## src/rtl/core/mtfrc_pkg.sv

```systemverilog
// ----------------------------------------------------------------------------
// mtfrc_pkg
// shared types and codes for the move-to-front region cache
// ----------------------------------------------------------------------------
package mtfrc_pkg;

  localparam int ADDR_W = 32;
  localparam int END_W  = 33;
  localparam int SIZE_W = 17;

  // operation codes
  localparam logic [1:0] OP_LOOKUP = 2'd0;
  localparam logic [1:0] OP_FILL   = 2'd1;
  localparam logic [1:0] OP_FLUSH  = 2'd2;

  localparam logic [SIZE_W-1:0] SPAN_CAP_RESET = SIZE_W'(4096);

  typedef struct packed {
    logic [1:0]        operation;
    logic [ADDR_W-1:0] address;
    logic [SIZE_W-1:0] access_bytes;
    logic              want_write;
    logic [ADDR_W-1:0] fill_start;
    logic [END_W-1:0]  fill_end;
    logic              fill_committed;
    logic              fill_readable;
    logic              fill_writable;
  } mtfrc_in_t;

  typedef struct packed {
    logic              hit;
    logic [ADDR_W-1:0] region_start;
    logic [END_W-1:0]  region_end;
    logic              region_readable;
    logic              region_writable;
    logic              access_ok;
    logic [SIZE_W-1:0] span_bytes;
  } mtfrc_out_t;

  // one cached region
  typedef struct packed {
    logic [ADDR_W-1:0] start_addr;
    logic [END_W-1:0]  end_addr;
    logic              readable;
    logic              writable;
  } mtfrc_entry_t;

  // result of the first-match search
  typedef struct packed {
    logic         hit;
    mtfrc_entry_t entry;
  } mtfrc_hit_t;

endpackage

```

## src/rtl/core/move_to_front_region_cache_core.sv

```systemverilog
// ----------------------------------------------------------------------------
// move_to_front_region_cache_core
// fully associative region cache kept in most-recently-used order as a row
// of shifting cells, with access check and readable span per beat
// ----------------------------------------------------------------------------
// the cells compare in the accept cycle; the beat and its match vector are
//   registered as the block enters ST_EXEC, where the pick, the row shift
//   and the access check run and the result is registered; no new beat is
//   taken in ST_EXEC, and a stalled output holds the block there until taken
// reset: synchronous, clears the fill count (cache empty), handshake state
//   and sets span_cap to 4096; cell contents are left as they are
module move_to_front_region_cache_core #(
  parameter int ENTRIES = 16
) (
  input  logic                          clk,
  input  logic                          rst_n,
  // input channel
  input  logic                          in_valid,
  output logic                          in_ready,
  input  mtfrc_pkg::mtfrc_in_t          in_data,
  // result channel
  output logic                          out_valid,
  input  logic                          out_ready,
  output mtfrc_pkg::mtfrc_out_t         out_data,
  // span_cap register
  input  logic                          cfg_wr_en,
  input  logic [mtfrc_pkg::SIZE_W-1:0]  cfg_wr_data
);
  import mtfrc_pkg::*;

  localparam int                 CNT_W   = $clog2(ENTRIES + 1);
  localparam logic [CNT_W-1:0]   CNT_MAX = CNT_W'(ENTRIES);

  typedef enum logic {ST_IDLE, ST_EXEC} state_t;

  // control and held beat
  state_t             state_r, state_nxt;
  mtfrc_in_t          item_r, item_nxt;
  logic [ENTRIES-1:0] match_r, match_nxt;
  logic [CNT_W-1:0]   count_r, count_nxt;
  logic               out_valid_r, out_valid_nxt;
  mtfrc_out_t         out_data_r, out_data_nxt;
  logic [SIZE_W-1:0]  span_cap_r, span_cap_nxt;

  // cell row
  mtfrc_entry_t [ENTRIES-1:0] cell_entry;
  logic [ENTRIES-1:0]         cell_match;
  logic [ENTRIES-1:0]         cell_shift;
  mtfrc_entry_t               front_entry;

  mtfrc_hit_t         found;
  logic [ENTRIES-1:0] front_mask;

  logic accept;
  logic produce;
  logic is_lookup, is_fill, is_flush;
  logic fill_insert;
  logic lookup_gate;

  // region under report
  mtfrc_entry_t      fill_entry;
  mtfrc_entry_t      rep;
  logic              report_on;
  logic [END_W-1:0]  addr_ext;
  logic [END_W-1:0]  avail;
  logic [END_W-1:0]  bytes_ext;
  logic [END_W-1:0]  cap_ext;
  logic              in_region;
  logic              mark;
  mtfrc_out_t        result;

  assign in_ready = (state_r == ST_IDLE);
  assign accept   = in_valid && in_ready;
  assign produce  = (state_r == ST_EXEC) && (!out_valid_r || out_ready);

  assign is_lookup   = (item_r.operation == OP_LOOKUP);
  assign is_fill     = (item_r.operation == OP_FILL);
  assign is_flush    = (item_r.operation == OP_FLUSH);
  assign fill_insert = is_fill && item_r.fill_committed;

  // null address on lookup skips the search, so no reorder either
  assign lookup_gate = (in_data.operation == OP_LOOKUP) && (in_data.address != '0);

  // region marks as stored: writable only if readable, both need commit
  assign fill_entry.start_addr = item_r.fill_start;
  assign fill_entry.end_addr   = item_r.fill_end;
  assign fill_entry.readable   = item_r.fill_committed && item_r.fill_readable;
  assign fill_entry.writable   = fill_entry.readable && item_r.fill_writable;

  // slot 0 takes either the new region or the entry that was hit
  assign front_entry = is_fill ? fill_entry : found.entry;

  genvar g;
  generate
    for (g = 0; g < ENTRIES; g++) begin : g_cell
      mtfrc_entry_t prev_entry;
      logic         slot_valid;

      if (g == 0) begin : g_head
        assign prev_entry = front_entry;
      end else begin : g_body
        assign prev_entry = cell_entry[g-1];
      end

      assign slot_valid    = (CNT_W'(g) < count_r);
      // a hit shifts the slots up to and including the hit one
      assign cell_shift[g] = produce &&
                             (fill_insert || (is_lookup && found.hit && front_mask[g]));

      mtfrc_cell u_cell (
        .clk         (clk),
        .shift_en    (cell_shift[g]),
        .valid       (slot_valid),
        .prev_entry  (prev_entry),
        .lookup_addr (in_data.address),
        .entry       (cell_entry[g]),
        .match       (cell_match[g])
      );
    end
  endgenerate

  mtfrc_select #(
    .ENTRIES (ENTRIES)
  ) u_select (
    .match      (match_r),
    .entries    (cell_entry),
    .found      (found),
    .front_mask (front_mask)
  );

  // access check and span against the reported region
  assign rep       = is_fill ? fill_entry : found.entry;
  assign report_on = is_fill || (is_lookup && found.hit);
  assign addr_ext  = {1'b0, item_r.address};
  assign bytes_ext = END_W'(item_r.access_bytes);
  assign cap_ext   = END_W'(span_cap_r);
  assign in_region = (item_r.address >= rep.start_addr) && (addr_ext < rep.end_addr);
  assign avail     = rep.end_addr - addr_ext;
  assign mark      = item_r.want_write ? rep.writable : rep.readable;

  always_comb begin
    result = '0;
    if (report_on) begin
      result.hit             = is_lookup;
      result.region_start    = rep.start_addr;
      result.region_end      = rep.end_addr;
      result.region_readable = rep.readable;
      result.region_writable = rep.writable;
      result.access_ok       = (item_r.address != '0) && (item_r.access_bytes != '0) &&
                               mark && in_region && (bytes_ext <= avail);
      if (rep.readable && in_region) begin
        result.span_bytes = (avail < cap_ext) ? avail[SIZE_W-1:0] : span_cap_r;
      end
    end
  end

  // next state
  always_comb begin
    state_nxt     = state_r;
    item_nxt      = item_r;
    match_nxt     = match_r;
    count_nxt     = count_r;
    out_valid_nxt = out_valid_r;
    out_data_nxt  = out_data_r;
    span_cap_nxt  = span_cap_r;

    if (cfg_wr_en) begin
      span_cap_nxt = cfg_wr_data;
    end

    if (out_valid_r && out_ready) begin
      out_valid_nxt = 1'b0;
    end

    unique case (state_r)
      ST_IDLE: begin
        if (accept) begin
          item_nxt  = in_data;
          match_nxt = cell_match & {ENTRIES{lookup_gate}};
          state_nxt = ST_EXEC;
        end
      end
      ST_EXEC: begin
        if (produce) begin
          out_valid_nxt = 1'b1;
          out_data_nxt  = result;
          state_nxt     = ST_IDLE;
          if (is_flush) begin
            count_nxt = '0;
          end else if (fill_insert && (count_r < CNT_MAX)) begin
            count_nxt = count_r + CNT_W'(1);
          end
        end
      end
      default: state_nxt = ST_IDLE;
    endcase
  end

  always_ff @(posedge clk) begin
    if (!rst_n) begin
      state_r     <= ST_IDLE;
      count_r     <= '0;
      out_valid_r <= 1'b0;
      span_cap_r  <= SPAN_CAP_RESET;
    end else begin
      state_r     <= state_nxt;
      count_r     <= count_nxt;
      out_valid_r <= out_valid_nxt;
      span_cap_r  <= span_cap_nxt;
    end
    item_r     <= item_nxt;
    match_r    <= match_nxt;
    out_data_r <= out_data_nxt;
  end

  assign out_valid = out_valid_r;
  assign out_data  = out_data_r;

  // fill count stays within the row
  a_count_range : assert property (@(posedge clk) disable iff (!rst_n)
    count_r <= CNT_MAX)
    else $error("fill count beyond row length");

  // one beat at a time: an accept closes the input for the next cycle
  a_one_in_flight : assert property (@(posedge clk) disable iff (!rst_n)
    accept |=> !in_ready)
    else $error("input accepted while a beat is in work");

  // shifting slots always form a run from slot 0
  a_front_run : assert property (@(posedge clk) disable iff (!rst_n)
    (state_r == ST_EXEC) |-> ((cell_shift & (cell_shift + ENTRIES'(1))) == '0))
    else $error("row shift mask not contiguous from the front");

  // a flush leaves the cache empty
  a_flush_empty : assert property (@(posedge clk) disable iff (!rst_n)
    (produce && is_flush) |=> (count_r == '0))
    else $error("flush did not empty the cache");

endmodule

```

## src/rtl/core/mtfrc_cell.sv

```systemverilog
// ----------------------------------------------------------------------------
// mtfrc_cell
// one cache slot: holds a region, compares it with the lookup address and
// takes its neighbor's region when the row shifts
// ----------------------------------------------------------------------------
module mtfrc_cell (
  input  logic                            clk,
  input  logic                            shift_en,
  input  logic                            valid,
  input  mtfrc_pkg::mtfrc_entry_t         prev_entry,
  input  logic [mtfrc_pkg::ADDR_W-1:0]    lookup_addr,
  output mtfrc_pkg::mtfrc_entry_t         entry,
  output logic                            match
);
  import mtfrc_pkg::*;

  mtfrc_entry_t entry_r;
  mtfrc_entry_t entry_nxt;
  logic [END_W-1:0] addr_ext;

  assign entry_nxt = shift_en ? prev_entry : entry_r;

  always_ff @(posedge clk) begin
    entry_r <= entry_nxt;
  end

  assign addr_ext = {1'b0, lookup_addr};
  assign entry    = entry_r;
  assign match    = valid && (lookup_addr >= entry_r.start_addr) &&
                    (addr_ext < entry_r.end_addr);

endmodule

```

## src/rtl/core/mtfrc_select.sv

```systemverilog
// ----------------------------------------------------------------------------
// mtfrc_select
// first-match pick over the cell row and the mask of cells that shift
// ----------------------------------------------------------------------------
module mtfrc_select #(
  parameter int ENTRIES = 16
) (
  input  logic [ENTRIES-1:0]                    match,
  input  mtfrc_pkg::mtfrc_entry_t [ENTRIES-1:0] entries,
  output mtfrc_pkg::mtfrc_hit_t                 found,
  output logic [ENTRIES-1:0]                    front_mask
);
  import mtfrc_pkg::*;

  localparam logic [ENTRIES-1:0] ONES = '1;

  logic [ENTRIES-1:0] prior_hit;
  logic [ENTRIES-1:0] first;
  mtfrc_entry_t       picked;

  // a match in some lower slot masks every slot above it
  always_comb begin
    for (int i = 0; i < ENTRIES; i++) begin
      prior_hit[i] = |(match & (ONES >> (ENTRIES - i)));
    end
  end

  assign first      = match & ~prior_hit;
  assign front_mask = ~prior_hit;

  always_comb begin
    picked = '0;
    for (int i = 0; i < ENTRIES; i++) begin
      picked = picked | (entries[i] & {$bits(mtfrc_entry_t){first[i]}});
    end
  end

  assign found.hit   = |match;
  assign found.entry = picked;

endmodule

```

## config.mk

```make
export PLATFORM = sky130hd
export DESIGN_NAME = move_to_front_region_cache_core
export DESIGN_NICKNAME = d
export VERILOG_FILES = /design/src/rtl/core/mtfrc_pkg.sv /design/src/rtl/core/move_to_front_region_cache_core.sv /design/src/rtl/core/mtfrc_cell.sv /design/src/rtl/core/mtfrc_select.sv
export SDC_FILE = /design/constraint.sdc
export NUM_CORES = 2
export LEC_CHECK = 0
export BUFFER_PORTS_ARGS = -buffer_cell sky130_fd_sc_hd__buf_2
export CAP_MARGIN = 30
export CORE_ASPECT_RATIO = 2
export CORE_UTILIZATION = 40
export DETAILED_ROUTE_END_ITERATION = 8
export PLACE_DENSITY = 0.59
export SKIP_CTS_REPAIR_TIMING = 1
export SLEW_MARGIN = 20
export SYNTH_ARGS = -nofsm -noshare
export SYNTH_HDL_FRONTEND = slang
export SYNTH_SLANG_ARGS = --single-unit
export TNS_END_PERCENT = 50
```

## constraint.sdc

```tcl
create_clock -name clk -period 10.51 [get_ports clk]
set_clock_uncertainty 0.05 [all_clocks]
set_input_delay 1.051 -clock clk [delete_from_list [all_inputs] [get_ports clk]]
set_output_delay 1.051 -clock clk [all_outputs]
set_load 0.005 [all_outputs]
```

==> results.tsv <==
metric	value	unit
period utilisation layout	78.2	%
Wirelength per Cell	29.9	um
Async SR Flop Fraction	0	%
Reg2Reg Setup Slack	2.30	ns
IO Pins	230	
reg2reg end	out_data[1]	
Worst-Skew Late Latency	0.82	ns
row cnt	226	
status	finished, final reports clean	
Synth Net Count	8018	
number of I/O port buffers	229	
Syn Inst Count	6772	
CTS tree	built	
Initial Util	40.3	%
Chip Width	311	um
Num CTS Buffers	141	
crit path launch type	flop	
Tmin final	8.21	ns
clock share of power	39.8	%
Final Max Slew Viols	0	
share of layout cells above drive strength 1	8.93	%
RSZ-0062 raised after global routing	false	
initial antenna violation count	12	
Int Power	9250	uW
grt ovf	0	
max-cap violations	0	
Die Area	193000	sq um
Worst VDD drop	0.138	mV
hpwl dp	227	mm
Worst R2R Path Depth	27	
Seq/Total Area, Yosys	51.5	%
Initial DRC Count	5353	
setup_tns	0	ns
design area	86000	sq um
Hold Fails Final Rpt	0	
hold path cells	1	
critical path peak fanout	137	
routed wire length	291	mm
Critical Path Sink Type	flop	
Max Fclk	122	MHz
Setup Viol. Count Final	0	
WP data arrival	8.71	ns
Worst Hold Class	in -> reg	
Final nets	8378	
clock slew at reported path FFs	0.07	ns
Flop pwr share	46.7	%
DP Area	81500	sq um
P_sw	3490	uW
Hold Path Sink	fill_entry[52]	
CP Launch Point	match_r[0]	
number of global-route vias before repair	58819	
Setup CP Type	reg -> reg	
Syn Area/Cell	11.3	sq um
H-tree depth	4	
total track usage	29.7	%
switching share of power	27.4	%
Core Box Area	190000	sq um
Rel. slew slack	23.1	%
Logic pwr share	13.5	%
Yosys warning count	0	
placed insts	9494	
Area Growth Syn to Fin	12.4	%
ys flop type	edfxtp_1	
reg2reg start	match_r[0]	
Post-Synthesis Cell Area	76500	sq um
Post-synth EDFFs	1294	
clock root buffer	clkbuf_16	
gpl congestion	0.997	
first-pass GRT wire length	408	mm
total clock sinks	1318	
largest net degree at the start of global routing	138	
Max Buffers Root-to-Sink	4	
Distinct cells, synth	89	
vias	57198	
LEAKAGE	0.0375	uW
CP required	11.01	ns
Finished Layout Cells	9737	
Post-route DRC	0	
critical hold path startpoint	in_data[53]	
Slew @ Worst Pin	1.15	ns
Pwr Density	148	nW/um^2
height of the die	620	um
Vias/cell	5.87	
Pre-antenna DRT Iters	8	
Routed Antenna Nets	0	
Synth Register Bits	1318	
[routing by layer]
layer | wire length, um | track usage (%) | up-vias
li1 | - | - | 25640
met1 | 95800 | 29.4 | 28336
met3 | 15400 | 3.70 | 853
met5 | 27 | 0 | -
met4 | 30000 | 26.4 | 4
met2 | 150000 | 54.4 | 2365
[worst max-delay path, stage by stage (launching register included)]
cell	delay [ns]
edfxtp_1	0.43
buf_12	0.27
nor4_2	0.56
nand3_1	0.36
nor2_1	0.33
and2_4	0.57
a22oi_1	0.19
nand4_1	0.16
o22ai_1	0.21
ha_1	0.33
fa_1	0.41
nand2b_1	0.19
a21oi_1	0.71
o21ai_0	0.26
nand2b_1	0.13
a21oi_1	0.08
xnor2_1	0.37
ha_1	0.31
nand3_1	0.08
a21oi_1	0.04
a221oi_1	0.44
maj3_1	0.30
o21ai_1	0.07
buf_4	0.21
nor4_4	0.27
buf_4	0.29
mux2i_1	0.23
nor2_1	0.06
[flip-flops by register name, indices dropped and copies added (netlist names), 6 cells and up]
| name | count |
|---|---|
| g_cell.u_cell.entry | 1072 |
| out_data | 86 |
| fill_entry | 65 |
| addr_ext | 32 |
| bytes_ext | 17 |
| span_cap_r | 17 |
| match_r | 16 |
| item_r | 6 |
[per-stage QoR]
step / hold slack, ns / total power (uW) / util (%) / setup slack (ns)
finish: 0.358 / 12700 / 45.3 / 2.30
floorplan: 0.375 / 6930 / - / 1.85
global placement: 0.391 / 7750 / 42.9 / 2.40
global route: 0.360 / 13100 / 45.3 / 2.01
detailed placement: 0.392 / 7770 / 43.0 / 2.31
CTS: 0.318 / 12800 / 45.3 / 2.28
[placed cells by master (no fill, tap or decap), types with 11 or more instances in the layout]
| cell | n |
|---|---|
| nor2b_1 | 111 |
| buf_2 | 239 |
| clkbuf_16 | 145 |
| a22oi_1 | 324 |
| o21ai_1 | 19 |
| nand4b_1 | 13 |
| clkbuf_1 | 18 |
| nand2b_1 | 103 |
| inv_1 | 1163 |
| clkinvlp_4 | 13 |
| a21oi_1 | 375 |
| xor2_1 | 15 |
| o21ai_0 | 197 |
| nor2_1 | 252 |
| clkinv_2 | 16 |
| o21a_1 | 29 |
| nor4_1 | 37 |
| nand4_1 | 226 |
| a2111oi_0 | 18 |
| buf_4 | 144 |
| bufinv_16 | 13 |
| nand2_1 | 311 |
| edfxtp_1 | 1294 |
| dfxtp_1 | 24 |
| clkinv_1 | 23 |
| xnor2_1 | 11 |
| nand3_1 | 160 |
| mux2i_1 | 24 |
| o211ai_1 | 25 |
| a211oi_1 | 35 |
| nor3_1 | 44 |
| a31oi_1 | 16 |
| ha_1 | 1103 |
| o22ai_1 | 71 |
| a221oi_1 | 89 |
| a21o_1 | 325 |
[power groups by stage]
stage          registers, uW  logic [uW]  clock network, uW
3_5_place_dp            6060        1700                  0
6_report                5950        1720               5070
5_1_grt                 5960        1860               5250
3_3_place_gp            6070        1680                  0
2_1_floorplan           6030         908                  0
4_1_cts                 5950        1710               5130
[worst max-delay path by stage]
stage,end,slack [ns]
final,out_data[1],2.30
after global placement,out_data[1],2.40
after detailed placement,out_data[1],2.31
after global routing,out_data[16],2.01
after CTS,out_data[1],2.28
after floorplan,g_cell[10].u_cell.entry[0],1.85
[layout make-up]
class,count,area (sq um)
Inverter,1164,4370
Clock buffer,163,3700
Timing Repair Buffer,386,2320
Tap cell,2508,3140
Clock inverter,68,686
Fill cell,17572,104000
Multi-Input combinational cell,4121,32400
Antenna cell,9,22.5
Sequential cell,1318,39300
[cell families after synthesis]
group / after synthesis / synth area share [%]
compound gates: 1630 / 14.3
simple gates: 1334 / 8.91
buf+inv: 1333 / 6.59
flops: 1318 / 51.5
fa+ha+maj: 1106 / 18.1
xor+xnor: 27 / 0.319
mux: 24 / 0.314
[synth_stat cells, drive strengths merged (31+ instances only)]
cell       n  area, sq um
ha      1103        13800
o21ai    217         1090
inv     1164         4370
a22oi    325         2440
a21oi    385         1930
nor3      44          220
nor4      42          290
nor2     262          983
a221oi    90          795
clkbuf   145          546
o21a      31          233
nand3    160          801
nand2    312         1170
nand2b   103          644
edfxtp  1294        38900
o22ai     71          444
nand4    226         1410
a21o     325         2440
nor2b    112          701
a211oi    36          283
No activity file was read; power rests on OpenSTA's default activity.
